**src/rtl/c5ta_pkg.sv**
```systemverilog
package c5ta_pkg;

    localparam int KERN_SIZE = 5;
    localparam int KC        = KERN_SIZE / 2;

    localparam int PIX_W     = 8;
    localparam int GEO_W     = 9;
    localparam int OROW_W    = 8;
    localparam int COEF_W    = 2;
    localparam int COEFS_W   = 50;

    localparam int MAX_HEIGHT      = 256;
    localparam int FRAME_WIDTH_RST = 256;

    // Arithmetic widths: one tap is in -510..255, a row of five taps in
    // -2550..1275, the full window in -12750..6375.
    localparam int PROD_W = 10;
    localparam int RSUM_W = 13;
    localparam int TSUM_W = 15;
    localparam int ABS_W  = 14;

    localparam int PADDR_W = 5;
    localparam int PDATA_W = 64;
    localparam int REG_LSB = 3;

    typedef enum logic [1:0] {
        REG_FRAME_WIDTH   = 2'd0,
        REG_FRAME_HEIGHT  = 2'd1,
        REG_KERNEL_COEFFS = 2'd2
    } t_reg_idx;

    // Window element [k][j] holds the pixel k rows and j columns behind the newest one.
    typedef logic [KERN_SIZE-1:0][KERN_SIZE-1:0][PIX_W-1:0] t_win;

    // One line buffer word: the same column of the previous KERN_SIZE-1 rows.
    typedef logic [KERN_SIZE-2:0][PIX_W-1:0] t_lb_word;

    typedef struct packed {
        logic [KERN_SIZE-1:0] row_ok;
        logic [KERN_SIZE-1:0] col_ok;
        logic                 last;
    } t_tag;

endpackage

```
**src/rtl/c5ta_mac.sv**
```systemverilog
module c5ta_mac import c5ta_pkg::*; (
    input  logic               i_clk,
    input  logic               i_rst_n,
    input  logic [COEFS_W-1:0] i_coeffs,
    input  logic               i_valid,
    output logic               o_ready,
    input  t_win               i_win,
    input  t_tag               i_tag,
    output logic               o_valid,
    input  logic               i_ready,
    output logic [PIX_W-1:0]   o_pixel_out,
    output logic               o_clipped,
    output logic               o_frame_last
);

    function automatic logic signed [PROD_W-1:0] tap_prod(
        input logic [PIX_W-1:0]  px,
        input logic [COEF_W-1:0] code
    );
        logic signed [PIX_W+COEF_W:0] full;
        full = $signed({1'b0, px}) * $signed(code);
        return full[PROD_W-1:0];
    endfunction

    logic signed [RSUM_W-1:0] n_rsum [KERN_SIZE];
    logic signed [RSUM_W-1:0] r_rsum [KERN_SIZE];
    logic                     r_s2_v;
    logic                     r_s2_last;

    logic signed [TSUM_W-1:0] tsum;
    logic [ABS_W-1:0]         abs_sum;
    logic                     n_clip;
    logic [PIX_W-1:0]         n_pix;

    logic                     r_o_v;
    logic [PIX_W-1:0]         r_o_pix;
    logic                     r_o_clip;
    logic                     r_o_last;

    logic                     out_ready;
    logic                     s2_ready;

    assign out_ready = !r_o_v || i_ready;
    assign s2_ready  = !r_s2_v || out_ready;
    assign o_ready   = s2_ready;

    // Window row k, column j meets the kernel entry k*KERN_SIZE+j; this is the
    // flipped kernel laid over the pixels around the center.
    always_comb begin
        for (int k = 0; k < KERN_SIZE; k++) begin
            n_rsum[k] = '0;
            for (int j = 0; j < KERN_SIZE; j++) begin
                if (i_tag.row_ok[KERN_SIZE-1-k] && i_tag.col_ok[KERN_SIZE-1-j]) begin
                    n_rsum[k] = n_rsum[k] + RSUM_W'(tap_prod(i_win[k][j],
                        i_coeffs[COEF_W*(k*KERN_SIZE+j) +: COEF_W]));
                end
            end
        end
    end

    always_comb begin
        tsum = '0;
        for (int k = 0; k < KERN_SIZE; k++) begin
            tsum = tsum + TSUM_W'(r_rsum[k]);
        end
        abs_sum = tsum[TSUM_W-1] ? ABS_W'(-tsum) : ABS_W'(tsum);
        n_clip  = (abs_sum > ABS_W'({PIX_W{1'b1}}));
        n_pix   = n_clip ? {PIX_W{1'b1}} : abs_sum[PIX_W-1:0];
    end

    always_ff @(posedge i_clk) begin
        if (!i_rst_n) begin
            r_s2_v <= 1'b0;
            r_o_v  <= 1'b0;
        end else begin
            if (s2_ready) begin
                r_s2_v <= i_valid;
            end
            if (out_ready) begin
                r_o_v <= r_s2_v;
            end
        end
    end

    always_ff @(posedge i_clk) begin
        if (s2_ready && i_valid) begin
            r_rsum    <= n_rsum;
            r_s2_last <= i_tag.last;
        end
        if (out_ready && r_s2_v) begin
            r_o_pix  <= n_pix;
            r_o_clip <= n_clip;
            r_o_last <= r_s2_last;
        end
    end

    assign o_valid      = r_o_v;
    assign o_pixel_out  = r_o_pix;
    assign o_clipped    = r_o_clip;
    assign o_frame_last = r_o_last;

    a_clip_saturates: assert property (@(posedge i_clk) disable iff (!i_rst_n)
        o_valid && o_clipped |-> (o_pixel_out == {PIX_W{1'b1}}))
        else $error("clipped result not saturated");

    a_rows_hold: assert property (@(posedge i_clk) disable iff (!i_rst_n)
        r_s2_v && !out_ready |=> r_s2_v && $stable(r_s2_last))
        else $error("row-sum stage changed while the output was stalled");

endmodule

```
**config.mk**
```make
export PLATFORM = sky130hd
export DESIGN_NAME = c5ta_mac
export DESIGN_NICKNAME = d
export VERILOG_FILES = /design/src/rtl/c5ta_pkg.sv /design/src/rtl/c5ta_mac.sv
export SDC_FILE = /design/constraint.sdc
export NUM_CORES = 1
export LEC_CHECK = 0
export BUFFER_PORTS_ARGS = -buffer_cell sky130_fd_sc_hd__buf_2
export CAP_MARGIN = 40
export CELL_PAD_IN_SITES_DETAIL_PLACEMENT = 0
export CELL_PAD_IN_SITES_GLOBAL_PLACEMENT = 2
export CORE_MARGIN = 2
export CORE_UTILIZATION = 37
export CTS_BUF_LIST = sky130_fd_sc_hd__clkbuf_16
export CTS_CLUSTER_DIAMETER = 50
export DETAILED_ROUTE_END_ITERATION = 12
export GPL_TIMING_DRIVEN = 1
export PLACE_DENSITY_LB_ADDON = 0.1
export SLEW_MARGIN = 20
export SYNTH_ARGS = -nofsm -noshare
export SYNTH_HDL_FRONTEND = slang
export SYNTH_SLANG_ARGS = --single-unit
```
**constraint.sdc**
```tcl
create_clock -name i_clk -period 7.8 [get_ports i_clk]
set_input_delay 0 -clock i_clk [delete_from_list [all_inputs] [get_ports i_clk]]
set_output_delay 0 -clock i_clk [all_outputs]
set_load 0.05 [all_outputs]
```
== Yosys cells after proc, flatten, opt, wreduce, memory -nomap -nowiden ==
Index checks and enable logic that the tools add are counted.
Cells by class
  multipliers: 25
  add/subtract/negate cells: 25
  reduce and logical (&&, ||, !) cells: 31
  order comparisons: 1
  multiplexer cells: 26
Operator list (number)
  $mux 13: 25
  $add 13x10->13: 20
  $mul 9x2->10: 25
  $add 15x13->15: 2
  $logic_and 1x1->1: 27
  $add 14x13->15: 1
  $add 13x13->14: 1
  $gt 14x8->1 const B: 1
  $mux 14: 1
  $neg 14->14: 1
  $logic_not 1->1: 2
  $logic_or 1x1->1: 2
Storage, ports and cells
  output and inout bits: 12
  flip-flop bits (word level): 78
  input bits: 265
  logic and storage cells: 119

== Longest topological paths before layout ==
  depth in word-level cells: 10
  depth in mapped cells: 38

== Worst setup path after synthesis ==
Ideal clock, no wire load.
  path type: input to register
  from: input port i_coeffs[31]
  to: register r_rsum[25] (netlist bit) (data pin)
  setup slack: 0.965 ns
  buffers on the path: 1
  cell stages on the path: 36
  arrival time: 6.567 ns
  library setup time: 0.268 ns
  data required time: 7.532 ns
  cell sequence: inv_1 -> clkbuf_1 -> nor2_1 -> ha_1 -> ha_1 -> fa_1 -> and3_1 -> ha_1 -> inv_1 -> o21bai_1 -> a21o_1 -> a21oi_1 -> xor2_1 -> o21ai_0 -> ha_1 -> a21o_1 -> a31o_2 -> a21oi_1 -> xnor2_1 -> nand2_1 -> o311ai_0 -> ha_1 -> and2_1 -> a31o_2 -> a311oi_1 -> o21bai_1 -> a21oi_1 -> xnor2_1 -> mux2_2 -> ha_1 -> a21oi_1 -> a31oi_1 -> xnor2_1 -> nor2_1 -> xnor2_1 -> xnor3_1
RTL lines
  start: declaration: RTL line c5ta_mac.sv:4  | input logic [COEFS_W-1:0] i_coeffs,
  end signal: assignment: RTL line c5ta_mac.sv:87  | r_rsum <= n_rsum;
  end: declaration: RTL line c5ta_mac.sv:26  | logic signed [RSUM_W-1:0] r_rsum [KERN_SIZE];

==> impl_results.md <==
* Slew @ Worst Pin at 0.722 ns
* Final cell utilization of the core at 40.9%
* Clk pwr share at 5.6%
* CTS tree: yes
* Area Growth Syn to Fin at 9.95%
* Routed Wire Length at 75100 µm
* Detailed router's first-iteration violation count at 1300
* Synthesized Nets at 4490
* H-tree depth at 3
* Syn Std Cell Area at 28100 µm²
* Setup violators final at 0
* Worst endpoint required time at 7.88 ns
* Setup ws final at 0.625 ns
* Vias in the first global route at 24700
* GR Overflow Total at 0
* Synth warn at 0
* Core Region at 75600 µm²
* Synthesis-stage register bit count at 78
* Synth Flop Type: edfxtp_1
* Slowest CP cell: fa_1
* Pint at 3.69 mW
* Via density at 5.26
* Cell variety after synth at 87
* Instance count of the mapped netlist at 3544
* First-pass GRT wire length at 124000 µm
* Post-route cell area at 30900 µm²
* RSZ-0062 raised after global routing: no
* Initial antenna violation count at 9
* DRT Pass-1 Iters at 5
* Min Tclk post-route at 7.18 ns
* CTS sink cnt at 78
* Deepest clock path buffer count at 2
* Max-Cap Viols at 0
* Hold WC Path Type: input port to flip-flop
* Sw frac at 51.9%
* Area after DPL at 30600 µm²
* DR vias at 25100
* CP endpoint kind: flip-flop
* I/O pins at 277
* Largest net degree at the start of global routing at 67
* Die Width at 280 µm
* Worst vdd ir at 0.366 mV
* Final Hold Violating Endpoints at 0
* Arrival time worst endpoint at 7.26 ns
* Fin. max-slew vios at 0
* Detailed Place HPWL at 65200 µm
* Row count at 101
* Clock root buffer: clkbuf_16
* Final ANT Viol Nets at 0
* DR DRC count at 0
* Port Buffers at 276
* Max incr delay on CP at 0.47 ns
* Worst setup SP type: input port
* Pwr dens at 247 nW/µm²
* Dpl ws at 0.299 ns
* Register area share after synthesis at 8.25%
* Leakage at 15.5 nW
* Post-Route Skew at 0.00944 ns
* Critical path's most frequent cell: ha_1
* Starting density of the core at 37.2%
* Chip height at 280 µm
* Setup TNS at 0 ns
* Clock transition at path regs at 0.06 ns
* Max Clock Freq at 139 MHz
* Drt wl/cell at 15.7 µm
* Layout cells sized above 1 at 10.7%
* Post-synth EDFFs at 76
* Clk_lat worst skew at 0.35 ns
* Gpl congestion at 0.867
* Net switching power at 3.97 mW
* Avg Cell Area, Syn at 7.94 µm²
* Power Total at 7.66 mW
* Crit Path Max Fanout at 12
* Post-CTS resize count at 0
* Comb pwr share at 85.8%
* Final #Nets at 4734
* Seq pwr share at 8.6%
* Async SR Flop Fraction at 0%
* Status: complete, no violations
* CTS buffer count at 9
* Slew margin rel. at 51.2%
* Period utilization at 92.0%
* Total track usage at 19.0%
* Die ar. at 78300 µm²
* Setup CP Type: input port to flip-flop
[layout make-up]
class / instances / area (µm²)
antenna: 2 / 5.00
clock buffer: 9 / 225
clock inverter: 7 / 71.3
fill: 7830 / 44600
inverter: 274 / 1030
multi-input combinational: 3136 / 24600
sequential: 78 / 2320
tap: 978 / 1220
timing repair buffer: 289 / 1520
[flip-flops by register name, summed over array words and instances (netlist names)]
| name | flops |
|---|---|
| o_clipped | 1 |
| r_s2_v | 1 |
| r_s2_last | 1 |
| o_frame_last | 1 |
| o_pixel_out | 8 |
| o_valid | 1 |
| r_rsum | 65 |
[metal layers]
layer | track usage, % | share of wire (%)
met1 | 26.0 | 49
met2 | 33.1 | 47
met3 | 1.25 | 3.0
met4 | 2.93 | 1.3
met5 | 0 | 0.087
[worst paths after layout]
| check | from | end | slack (ns) | cells past startpoint |
|---|---|---|---|---|
| setup / recovery | i_coeffs[11] | r_rsum[51]$_DFFE_PP_ | 0.62 | 36 |
| hold / removal | i_ready | o_valid$_SDFFE_PN0P_ | 0.02 | 3 |
| setup reg to reg | r_rsum[1]$_DFFE_PP_ | o_pixel_out[1]$_SDFFCE_PP1P_ | 2.25 | 16 |
| hold reg to reg | r_s2_last$_DFFE_PP_ | o_frame_last$_DFFE_PP_ | 0.43 | 0 |
[what timing repair did]
item                      4_1_cts  5_1_grt
setup buffers                   0        0
hold endpoints to repair        3        0
hold buffers                    3        0
[layout by cell type (no fill, tap or decap), types with 8 or more instances in the layout]
master / netlist / layout
o21ai_0: 165 / 165
nand2b_1: 57 / 57
o21bai_1: 61 / 61
nand3_1: 42 / 42
clkbuf_16: 0 / 9
a21o_1: 108 / 108
a31oi_1: 35 / 35
clkinv_1: 22 / 23
inv_1: 251 / 252
a21oi_1: 249 / 249
nand2_1: 206 / 206
o21a_1: 42 / 42
nor2_1: 415 / 415
nor4_1: 16 / 16
o31ai_1: 14 / 14
o22ai_1: 18 / 18
o211ai_1: 16 / 16
a21boi_0: 8 / 8
fa_1: 110 / 110
and3_1: 30 / 30
edfxtp_1: 76 / 76
and2_1: 204 / 203
a41oi_1: 9 / 9
nor3_1: 78 / 78
nand4_1: 13 / 13
a211oi_1: 20 / 20
nor2b_1: 44 / 44
xnor2_1: 255 / 255
or2_2: 13 / 13
o41ai_1: 13 / 13
mux2i_1: 22 / 22
a22o_1: 13 / 13
xor2_1: 89 / 89
ha_1: 571 / 571
buf_2: 1 / 277
or3_1: 13 / 13
mux2_2: 57 / 57
[kinds of logic (layout without fill, tap and decap cells)]
| kind of cell | count (synthesis) | count (layout) | share of synthesized area, % |
|---|---|---|---|
| adders and majority gates | 681 | 681 | 33.2 |
| xor gates and xnor gates | 348 | 348 | 11.0 |
| DFF | 78 | 78 | 8.25 |
| muxes | 79 | 79 | 3.06 |
| buffers and inverters | 330 | 579 | 4.52 |
| other | 0 | 2 | 0 |
| and+or+nand+nor | 1175 | 1175 | 20.3 |
| AOI/OAI and AO/OA | 853 | 853 | 19.6 |
[power by group through the flow]
stage / combinational (mW) / sequential (mW) / clock (mW)
final: 6.57 / 0.662 / 0.427
after global routing: 7.39 / 0.672 / 0.454
after CTS: 6.61 / 0.666 / 0.437
after detailed placement: 6.55 / 0.672 / 0
after global placement: 6.46 / 0.673 / 0
after floorplan: 5.28 / 0.674 / 0
[synth_stat cells (14+ instances only)]
cell / n / area, µm²
fa_1: 110 / 2200
o31ai_1: 14 / 105
nor2_1: 415 / 1560
o21bai_1: 61 / 458
a31oi_1: 35 / 219
nand2b_1: 57 / 357
a21oi_1: 249 / 1250
o211ai_1: 16 / 120
mux2i_1: 22 / 220
ha_1: 571 / 7140
nor3_1: 78 / 390
o22ai_1: 18 / 113
and3_1: 30 / 188
nand2_1: 206 / 773
nor2b_1: 44 / 275
clkbuf_1: 48 / 180
xnor2_1: 255 / 2230
and2_1: 204 / 1280
xor2_1: 89 / 780
o21a_1: 42 / 315
clkinv_1: 22 / 82.6
edfxtp_1: 76 / 2280
nor4_1: 16 / 100
nand3_1: 42 / 210
o21ai_0: 165 / 826
inv_1: 251 / 942
a21o_1: 108 / 811
a211oi_1: 20 / 150
mux2_2: 57 / 642
[metrics by stage]
stage	hold slack, ns	instances
global route	0.0364	4773
detailed placement	0.179	4751
floorplan	0.0989	3544
global placement	0.177	4748
finish	0.0198	4773
CTS	0.0121	4770
[critical path: cells and delay by family]
kind	cells	cell delay (ns)
AO/OA/AOI/OAI	8	1.87
XOR/XNOR	6	1.12
adder cells (fa/ha/maj)	7	2.35
buffers and inverters	3	0.46
multiplexers	2	0.58
AND/OR/NAND/NOR	10	0.88
Note: power is estimated with default switching activity, not from simulation.
